[src/rtl/core/mrrt_pkg.sv]
// Package for the multi-root radix tree table: sizes, item types, status codes
// and the command/status structs between the controller and the datapath.
// No dependencies.
`default_nettype none

package mrrt_pkg;

  localparam int LEVEL_BITS = 4;
  localparam int MAX_HEIGHT = 11;
  localparam int NODE_POOL  = 256;

  localparam int KEY_W      = 44;
  localparam int VALUE_W    = 64;

  localparam int NODE_W     = (NODE_POOL > 1) ? $clog2(NODE_POOL) : 1;
  localparam int NF_W       = $clog2(NODE_POOL + 1);
  localparam int STORE_DEPTH = NODE_POOL << LEVEL_BITS;
  localparam int ADDR_W     = NODE_W + LEVEL_BITS;
  localparam int LVL_W      = $clog2(MAX_HEIGHT + 1);
  localparam int ROOT_IDX_W = (MAX_HEIGHT > 1) ? $clog2(MAX_HEIGHT) : 1;

  typedef enum logic [2:0] {
    ST_OK        = 3'd0,
    ST_NOT_FOUND = 3'd1,
    ST_NULL_VAL  = 3'd2,
    ST_EXHAUSTED = 3'd3,
    ST_TOO_LARGE = 3'd4
  } status_e;

  typedef enum logic {
    KIND_INSERT = 1'b0,
    KIND_LOOKUP = 1'b1
  } kind_e;

  typedef struct packed {
    logic               kind;
    logic [KEY_W-1:0]   key;
    logic [VALUE_W-1:0] value;
  } in_item_t;

  typedef struct packed {
    status_e            status;
    logic [VALUE_W-1:0] value_out;
  } out_item_t;

  // Controller to datapath
  typedef struct packed {
    logic    clear_step;      // write zero at the sweep address and advance
    logic    load;            // capture the input item
    logic    start;           // load height and root node
    logic    alloc_root;      // with start: take a fresh node as root
    logic    walk_rd;         // read the entry at the current slot
    logic    leaf_wr;         // write the item value into the leaf slot
    logic    descend;         // follow the child read from the store
    logic    alloc_child;     // link a fresh node at the current slot and follow it
    logic    res_set;         // capture the result
    status_e res_status;
    logic    res_take_value;  // result value from the read data, else zero
    logic    out_load;        // move the result into the output register
  } mrrt_cmd_t;

  // Datapath to controller
  typedef struct packed {
    logic clear_last;
    logic too_large;
    logic root_none;
    logic pool_empty;
    logic is_insert;
    logic level_one;
    logic child_none;
    logic rdata_zero;
    logic value_zero;
  } mrrt_sts_t;

endpackage

`default_nettype wire

[src/rtl/core/mrrt_ctrl.sv]
// Controller of the radix tree table: sequences the store sweep, the tree walk
// and result delivery, and drives the handshakes.
// Depends on mrrt_pkg.
`default_nettype none

module mrrt_ctrl import mrrt_pkg::*; (
  input  logic      clk_i,
  input  logic      rst_ni,
  input  logic      in_valid_i,
  output logic      in_ready_o,
  output logic      out_valid_o,
  input  logic      out_ready_i,
  input  mrrt_sts_t sts_i,
  output mrrt_cmd_t cmd_o
);

  typedef enum logic [6:0] {
    S_CLEAR     = 7'b0000001,
    S_IDLE      = 7'b0000010,
    S_HEIGHT    = 7'b0000100,
    S_WALK      = 7'b0001000,
    S_EVAL      = 7'b0010000,
    S_LEAF_WAIT = 7'b0100000,
    S_RESULT    = 7'b1000000
  } state_e;

  state_e state_q, state_d;
  logic   out_valid_q, out_valid_d;

  always_comb begin
    cmd_o   = '0;
    state_d = state_q;
    unique case (state_q)
      S_CLEAR: begin
        cmd_o.clear_step = 1'b1;
        if (sts_i.clear_last) begin
          state_d = S_IDLE;
        end
      end
      S_IDLE: begin
        if (in_valid_i) begin
          cmd_o.load = 1'b1;
          state_d    = S_HEIGHT;
        end
      end
      S_HEIGHT: begin
        priority if (sts_i.too_large) begin
          cmd_o.res_set    = 1'b1;
          cmd_o.res_status = ST_TOO_LARGE;
          state_d          = S_RESULT;
        end else if (sts_i.root_none && !sts_i.is_insert) begin
          cmd_o.res_set    = 1'b1;
          cmd_o.res_status = ST_NOT_FOUND;
          state_d          = S_RESULT;
        end else if (sts_i.root_none && sts_i.pool_empty) begin
          cmd_o.res_set    = 1'b1;
          cmd_o.res_status = ST_EXHAUSTED;
          state_d          = S_RESULT;
        end else begin
          cmd_o.start      = 1'b1;
          cmd_o.alloc_root = sts_i.root_none;
          state_d          = S_WALK;
        end
      end
      S_WALK: begin
        if (sts_i.level_one && sts_i.is_insert) begin
          cmd_o.leaf_wr    = 1'b1;
          cmd_o.res_set    = 1'b1;
          cmd_o.res_status = sts_i.value_zero ? ST_NULL_VAL : ST_OK;
          state_d          = S_RESULT;
        end else begin
          cmd_o.walk_rd = 1'b1;
          state_d       = sts_i.level_one ? S_LEAF_WAIT : S_EVAL;
        end
      end
      S_EVAL: begin
        priority if (!sts_i.child_none) begin
          cmd_o.descend = 1'b1;
          state_d       = S_WALK;
        end else if (!sts_i.is_insert) begin
          cmd_o.res_set    = 1'b1;
          cmd_o.res_status = ST_NOT_FOUND;
          state_d          = S_RESULT;
        end else if (sts_i.pool_empty) begin
          cmd_o.res_set    = 1'b1;
          cmd_o.res_status = ST_EXHAUSTED;
          state_d          = S_RESULT;
        end else begin
          cmd_o.alloc_child = 1'b1;
          state_d           = S_WALK;
        end
      end
      S_LEAF_WAIT: begin
        cmd_o.res_set        = 1'b1;
        cmd_o.res_status     = sts_i.rdata_zero ? ST_NOT_FOUND : ST_OK;
        cmd_o.res_take_value = !sts_i.rdata_zero;
        state_d              = S_RESULT;
      end
      S_RESULT: begin
        // hold until the output register is free
        if (!out_valid_q || out_ready_i) begin
          cmd_o.out_load = 1'b1;
          state_d        = S_IDLE;
        end
      end
      default: begin
        state_d = S_IDLE;
      end
    endcase
  end

  always_comb begin
    out_valid_d = out_valid_q;
    if (cmd_o.out_load) begin
      out_valid_d = 1'b1;
    end else if (out_ready_i) begin
      out_valid_d = 1'b0;
    end
  end

  always_ff @(posedge clk_i or negedge rst_ni) begin
    if (!rst_ni) begin
      state_q     <= S_CLEAR;
      out_valid_q <= 1'b0;
    end else begin
      state_q     <= state_d;
      out_valid_q <= out_valid_d;
    end
  end

  assign in_ready_o  = (state_q == S_IDLE);
  assign out_valid_o = out_valid_q;

endmodule

`default_nettype wire

[config.mk]
export PLATFORM = sky130hd
export DESIGN_NAME = mrrt_ctrl
export DESIGN_NICKNAME = d
export VERILOG_FILES = /design/src/rtl/core/mrrt_pkg.sv /design/src/rtl/core/mrrt_ctrl.sv
export SDC_FILE = /design/constraint.sdc
export NUM_CORES = 1
export LEC_CHECK = 0
export ABC_AREA = 1
export BUFFER_PORTS_ARGS = -buffer_cell sky130_fd_sc_hd__buf_2
export CAP_MARGIN = 20
export CORE_ASPECT_RATIO = 1.1
export CORE_MARGIN = 1
export CORE_UTILIZATION = 45
export CTS_CLUSTER_SIZE = 8
export DETAILED_ROUTE_END_ITERATION = 16
export PLACE_DENSITY = 0.77
export SYNTH_ARGS = -nofsm -noshare
export SYNTH_HDL_FRONTEND = slang
export SYNTH_SLANG_ARGS = --single-unit
[constraint.sdc]
create_clock -name clk_i -period 1.74 [get_ports clk_i]
set_clock_uncertainty 0.15 [all_clocks]
set_input_delay 0.087 -clock clk_i [delete_from_list [all_inputs] [get_ports clk_i]]
set_output_delay 0.087 -clock clk_i [all_outputs]
set_load 0.05 [all_outputs]
== After elaboration in Yosys (flattened, before gate mapping) ==
Index checks and enable logic that the tools add are counted.

* Equality and inequality tests: 10
* Mux-type cells: 41
* Reductions and logical operators: 9

{| class="wikitable"
|+ Operator list
! operator !! count
|-
| 2-to-1 mux 7 bit || 10
|-
| case mux 7 bit (7 select lines) || 1
|-
| 2-to-1 mux 4 bit || 6
|-
| case mux 4 bit (4 select lines) || 1
|-
| 2-to-1 mux 1 bit || 14
|-
| 2-to-1 mux 2 bit || 7
|-
| == test 7 x 1 -> 1 bit (second input constant) || 1
|-
| == test 7 x 2 -> 1 bit (second input constant) || 1
|-
| == test 7 x 3 -> 1 bit (second input constant) || 1
|-
| == test 7 x 4 -> 1 bit (second input constant) || 1
|-
| == test 7 x 5 -> 1 bit (second input constant) || 1
|-
| == test 7 x 6 -> 1 bit (second input constant) || 1
|-
| == test 7 bit (second input constant) || 1
|-
| 2-to-1 mux 6 bit || 1
|-
| != test 2 bit (second input constant) || 3
|-
| 2-to-1 mux 5 bit || 1
|-
| logical AND 1 bit || 3
|-
| logical NOT 1 bit || 3
|-
| AND reduction 3 bit || 1
|-
| nonzero test 2 bit || 1
|-
| logical OR 1 bit || 1
|}

* Register bits after elaboration: 8
* Bits of input ports: 13
* Output and inout bits: 16
* Logic and storage cells: 62

== Depth between registers and ports, before layout ==
* Word-level depth: 5
* Mapped depth: 9
* Depth with buffers taken out: 9

== Worst setup path before layout ==
OpenSTA, ideal clock, no wires.

* Path type: reg-to-output
* Start point: register state_q[4]
* End point: output port cmd_o[1] in the netlist's numbering
* Data arrival time: 1678 ps
* Data required time: 1503 ps
* Path slack: -175 ps
* Stages on the path, launching flop included: 4
* Buffers on the path: 0
* Cell sequence: dfrtp_1 inv_1 nand3_1 nor3_1

{| class="wikitable"
|+ RTL lines
! item !! RTL line !! RTL
|-
| from (decl) || mrrt_ctrl.sv:27 || <nowiki>state_e state_q, state_d;</nowiki>
|-
| from (signal assigned) || mrrt_ctrl.sv:126 || <nowiki>state_q <= state_d;</nowiki>
|-
| to (decl) || mrrt_ctrl.sv:14 || <nowiki>output mrrt_cmd_t cmd_o</nowiki>
|}

==> results by group <==
Outcome
  – Outcome: finished, violations left
  – Failing checks: negative setup slack

Floorplanning
  – Total core area: 1366 sq um
  – Rows: 14
  – Initial standard-cell utilization of the core: 47.71%
  – Die boundary width: 38.29 um
  – Die ar.: 1605 sq um
  – Die H: around 42 um
  – Count of pins on the block boundary: 29

Global routing
  – Maximum number of pins on one net before global-route repair: 9
  – Vias in the first global route: 738
  – Number of antenna violations at the first check in global routing: 0
  – Global routing usage summed across all routing layers: 23.48%
  – Total congestion overflow: 0
  – Wire length of the first global-routing pass: 2.711 mm

Critical path
  – Worst Setup Path Type: reg2out
  – Worst EP arrival: 1.56 ns
  – Cell with the largest stage delay on the worst path: dfrtp_1
  – Critical path, cell by cell: nor2_4 -> nand2_4 -> nor2_4 -> nand3_2 -> nand2_2 -> nand2_1 -> nand2_1 -> buf_6
  – Crit path capture type: output pin
  – Crit path max fanout: 4
  – Startpoint types: flip-flop
  – Largest stage delay on the critical path: 0.41 ns
  – Required time at the endpoint of the critical path: about 1.5 ns

Layout
  – Diodes inserted: 0
  – Synthesis-to-layout area growth: 55.66%
  – Final core utilization: 74.27%
  – Final-stage net count: approximately 150
  – Share of final-layout standard cells stronger than drive strength 1: 47.48%
  – Number of standard cells in the final layout excluding fillers: roughly 160

Logic synthesis
  – Dominant synthesized flop cell: dfrtp_1
  – Post-synth EDFFs: 0
  – Synth Net Count: 113
  – Most used standard cells in the synthesized netlist: inv_1 (20), nor2_1 (20), nand2_1 (19)
  – Post-Synthesis Cells: 100
  – Number of different library cells in the post-synthesis netlist: 20
  – Syn avg cell area: about 6.5 sq um
  – Total standard cell area after synthesis: 651.9 sq um
  – Warning count from the yosys run: 0
  – Proportion of synthesized chip area in sequential cells: 30.90%
  – Largest cells by area after synthesis: dfrtp_1 (27%), inv_1 (12%), nor2_1 (12%)
  – Area leader, netlist: dfrtp_1
  – Yosys top cell area share: 26.87%
  – Number of synthesized register bits: 8
  – Fraction of registers with async set or reset after synthesis: 100.0%

Flow run
  – Maximum Capacitance Violations: 0

CTS
  – Clock Root Buffer: clkbuf_4
  – Clock latency reported for the late side of the worst-skew pair: 0.25 ns
  – TritonCTS clock tree: yes
  – Total clock buffers created by CTS: 3
  – Maximum buffer depth of the clock tree: 2
  – H-Tree Depth: 1
  – Clock Sink Count: 8
  – Post-CTS clock slew at the launch and capture registers of the worst setup and hold paths: 0.06 ns

Timing
  – Total count of max-transition violations in the final report: 0
  – Fmax: about 0.56 GHz
  – Actual transition at the worst max-transition pin: roughly 0.25 ns
  – Final Hold Viols: 0
  – Worst slew margin relative to its limit: 83.54%
  – Post-layout min period: roughly 1.8 ns
  – Final Setup Violations: 6
  – Fin worst setup slack: -0.05614 ns
  – Fraction of the cycle the final worst path needs: 103.2%
  – Setup repair after global routing missed its margin: yes
  – Sum Neg Setup Slack: -0.1609 ns

Placement
  – Half-perimeter wire length after placement: 1.141 mm
  – Number of placed instances, taps included: 143
  – Routability congestion estimate from global placement: ~0.79
  – Place WS: 0.1793 ns
  – Count of input and output buffers: 28

Drt
  – Vias per std cell: 4.929
  – Count of TritonRoute iterations in the first routing pass: 5
  – DRT antenna net count: 0
  – Starting DRC count in detailed routing: 20
  – Final wirelength: 1.806 mm
  – Remaining design rule violation count: 0
  – Vias: 764
  – Post-detailed-route wirelength per cell: 11.65 um

Power and ir drop
  – Overall power after layout: 1.054 mW
  – Ratio of total power to cell area: 1039 nW/um^2
  – Worst voltage drop across the vdd grid: 0.0005508 V
  – Leak: 0.5677 nW

Min path
  – Worst Hold Class: in2async
-- flip-flops by register name, indices dropped and copies added, names as in the netlist --
| signal | cells |
|---|---|
| state_q | 7 |
| out_valid_o | 1 |
-- placed cells by master (no fill, tap or decap), types with 2 or more instances in the layout --
| cell type | synthesis | routed |
|---|---|---|
| buf_2 | 0 | 14 |
| nand2_1 | 19 | 14 |
| buf_4 | 1 | 8 |
| nor2_4 | 4 | 5 |
| nand2_2 | 4 | 8 |
| nand2_4 | 1 | 2 |
| nor2_1 | 20 | 17 |
| nand3_1 | 5 | 5 |
| clkbuf_4 | 0 | 3 |
| inv_2 | 4 | 5 |
| nor2_2 | 2 | 4 |
| dfrtp_1 | 7 | 7 |
| nand3_2 | 4 | 4 |
| buf_6 | 0 | 9 |
| a21oi_2 | 0 | 2 |
| dlygate4sd3_1 | 0 | 5 |
| inv_1 | 20 | 19 |
-- worst paths after layout --
kind                              from     endpoint  slack, ns  depth (start not counted)
max reg2reg                 state_q[1]   state_q[1]       0.34                          7
max                         state_q[5]     cmd_o[2]      -0.06                          8
min reg2reg                out_valid_o  out_valid_o       0.42                          2
min in group clk_i            sts_i[4]   state_q[5]       0.07                          3
max in group asynchronous       rst_ni   state_q[0]       1.15                          2
min                             rst_ni   state_q[6]       0.05                          2
-- critical path: cells and delay by family (launching register included) --
kind	cells	cell delay [ns]
buf+inv	1	0.16
simple gates	7	0.72
flops	1	0.41
-- timing repair --
item,CTS,global route
hold buffers,5,0
setup endpoints to repair,7,13
endpoints found under the hold margin,13,0
buffers inserted,1,2
gates resized for setup,14,28
pin swaps,3,4
-- through the flow --
stage | hold slack (ns) | area (sq um)
2_1_floorplan | -0.3586 | 660.6
3_3_place_gp | -0.2119 | 813.3
3_5_place_dp | -0.2156 | 813.3
4_1_cts | 0.03818 | 939.7
5_1_grt | 0.07710 | 1015
6_report | 0.05020 | 1015
-- area by class of cell --
cell class	instances	area, sq um
well taps	16	20.02
multi-input cells	67	395.4
repair buffers	36	281.5
clock buffers	4	26.28
fillers	106	351.6
inverters	24	90.09
flip-flops and latches	8	201.4
-- per-layer routing --
| layer | global-route usage (%) | wire [um] | vias up |
|---|---|---|---|
| met4 | 7.857 | 35 | 0 |
| met3 | 5.348 | 81 | 6 |
| met2 | 43.05 | 1014 | 38 |
| li1 | - | - | 375 |
| met5 | 0 | 0 | - |
| met1 | 24.74 | 676 | 345 |
-- report_power, final --
group / internal (mW) / switching, mW / leakage, nW
clock network: 0.0879 / 0.0658 / 0.0150
logic: 0.216 / 0.432 / 0.449
registers: 0.221 / 0.0315 / 0.104
-- kinds of logic after synthesis --
| logic type | count (synthesis) | synth area share [%] |
|---|---|---|
| flip-flops | 8 | 30.90 |
| buffers and inverters | 25 | 14.97 |
| AO/OA/AOI/OAI | 5 | 4.415 |
| AND/OR/NAND/NOR | 62 | 49.71 |
Power figures use the tool's default switching activity.
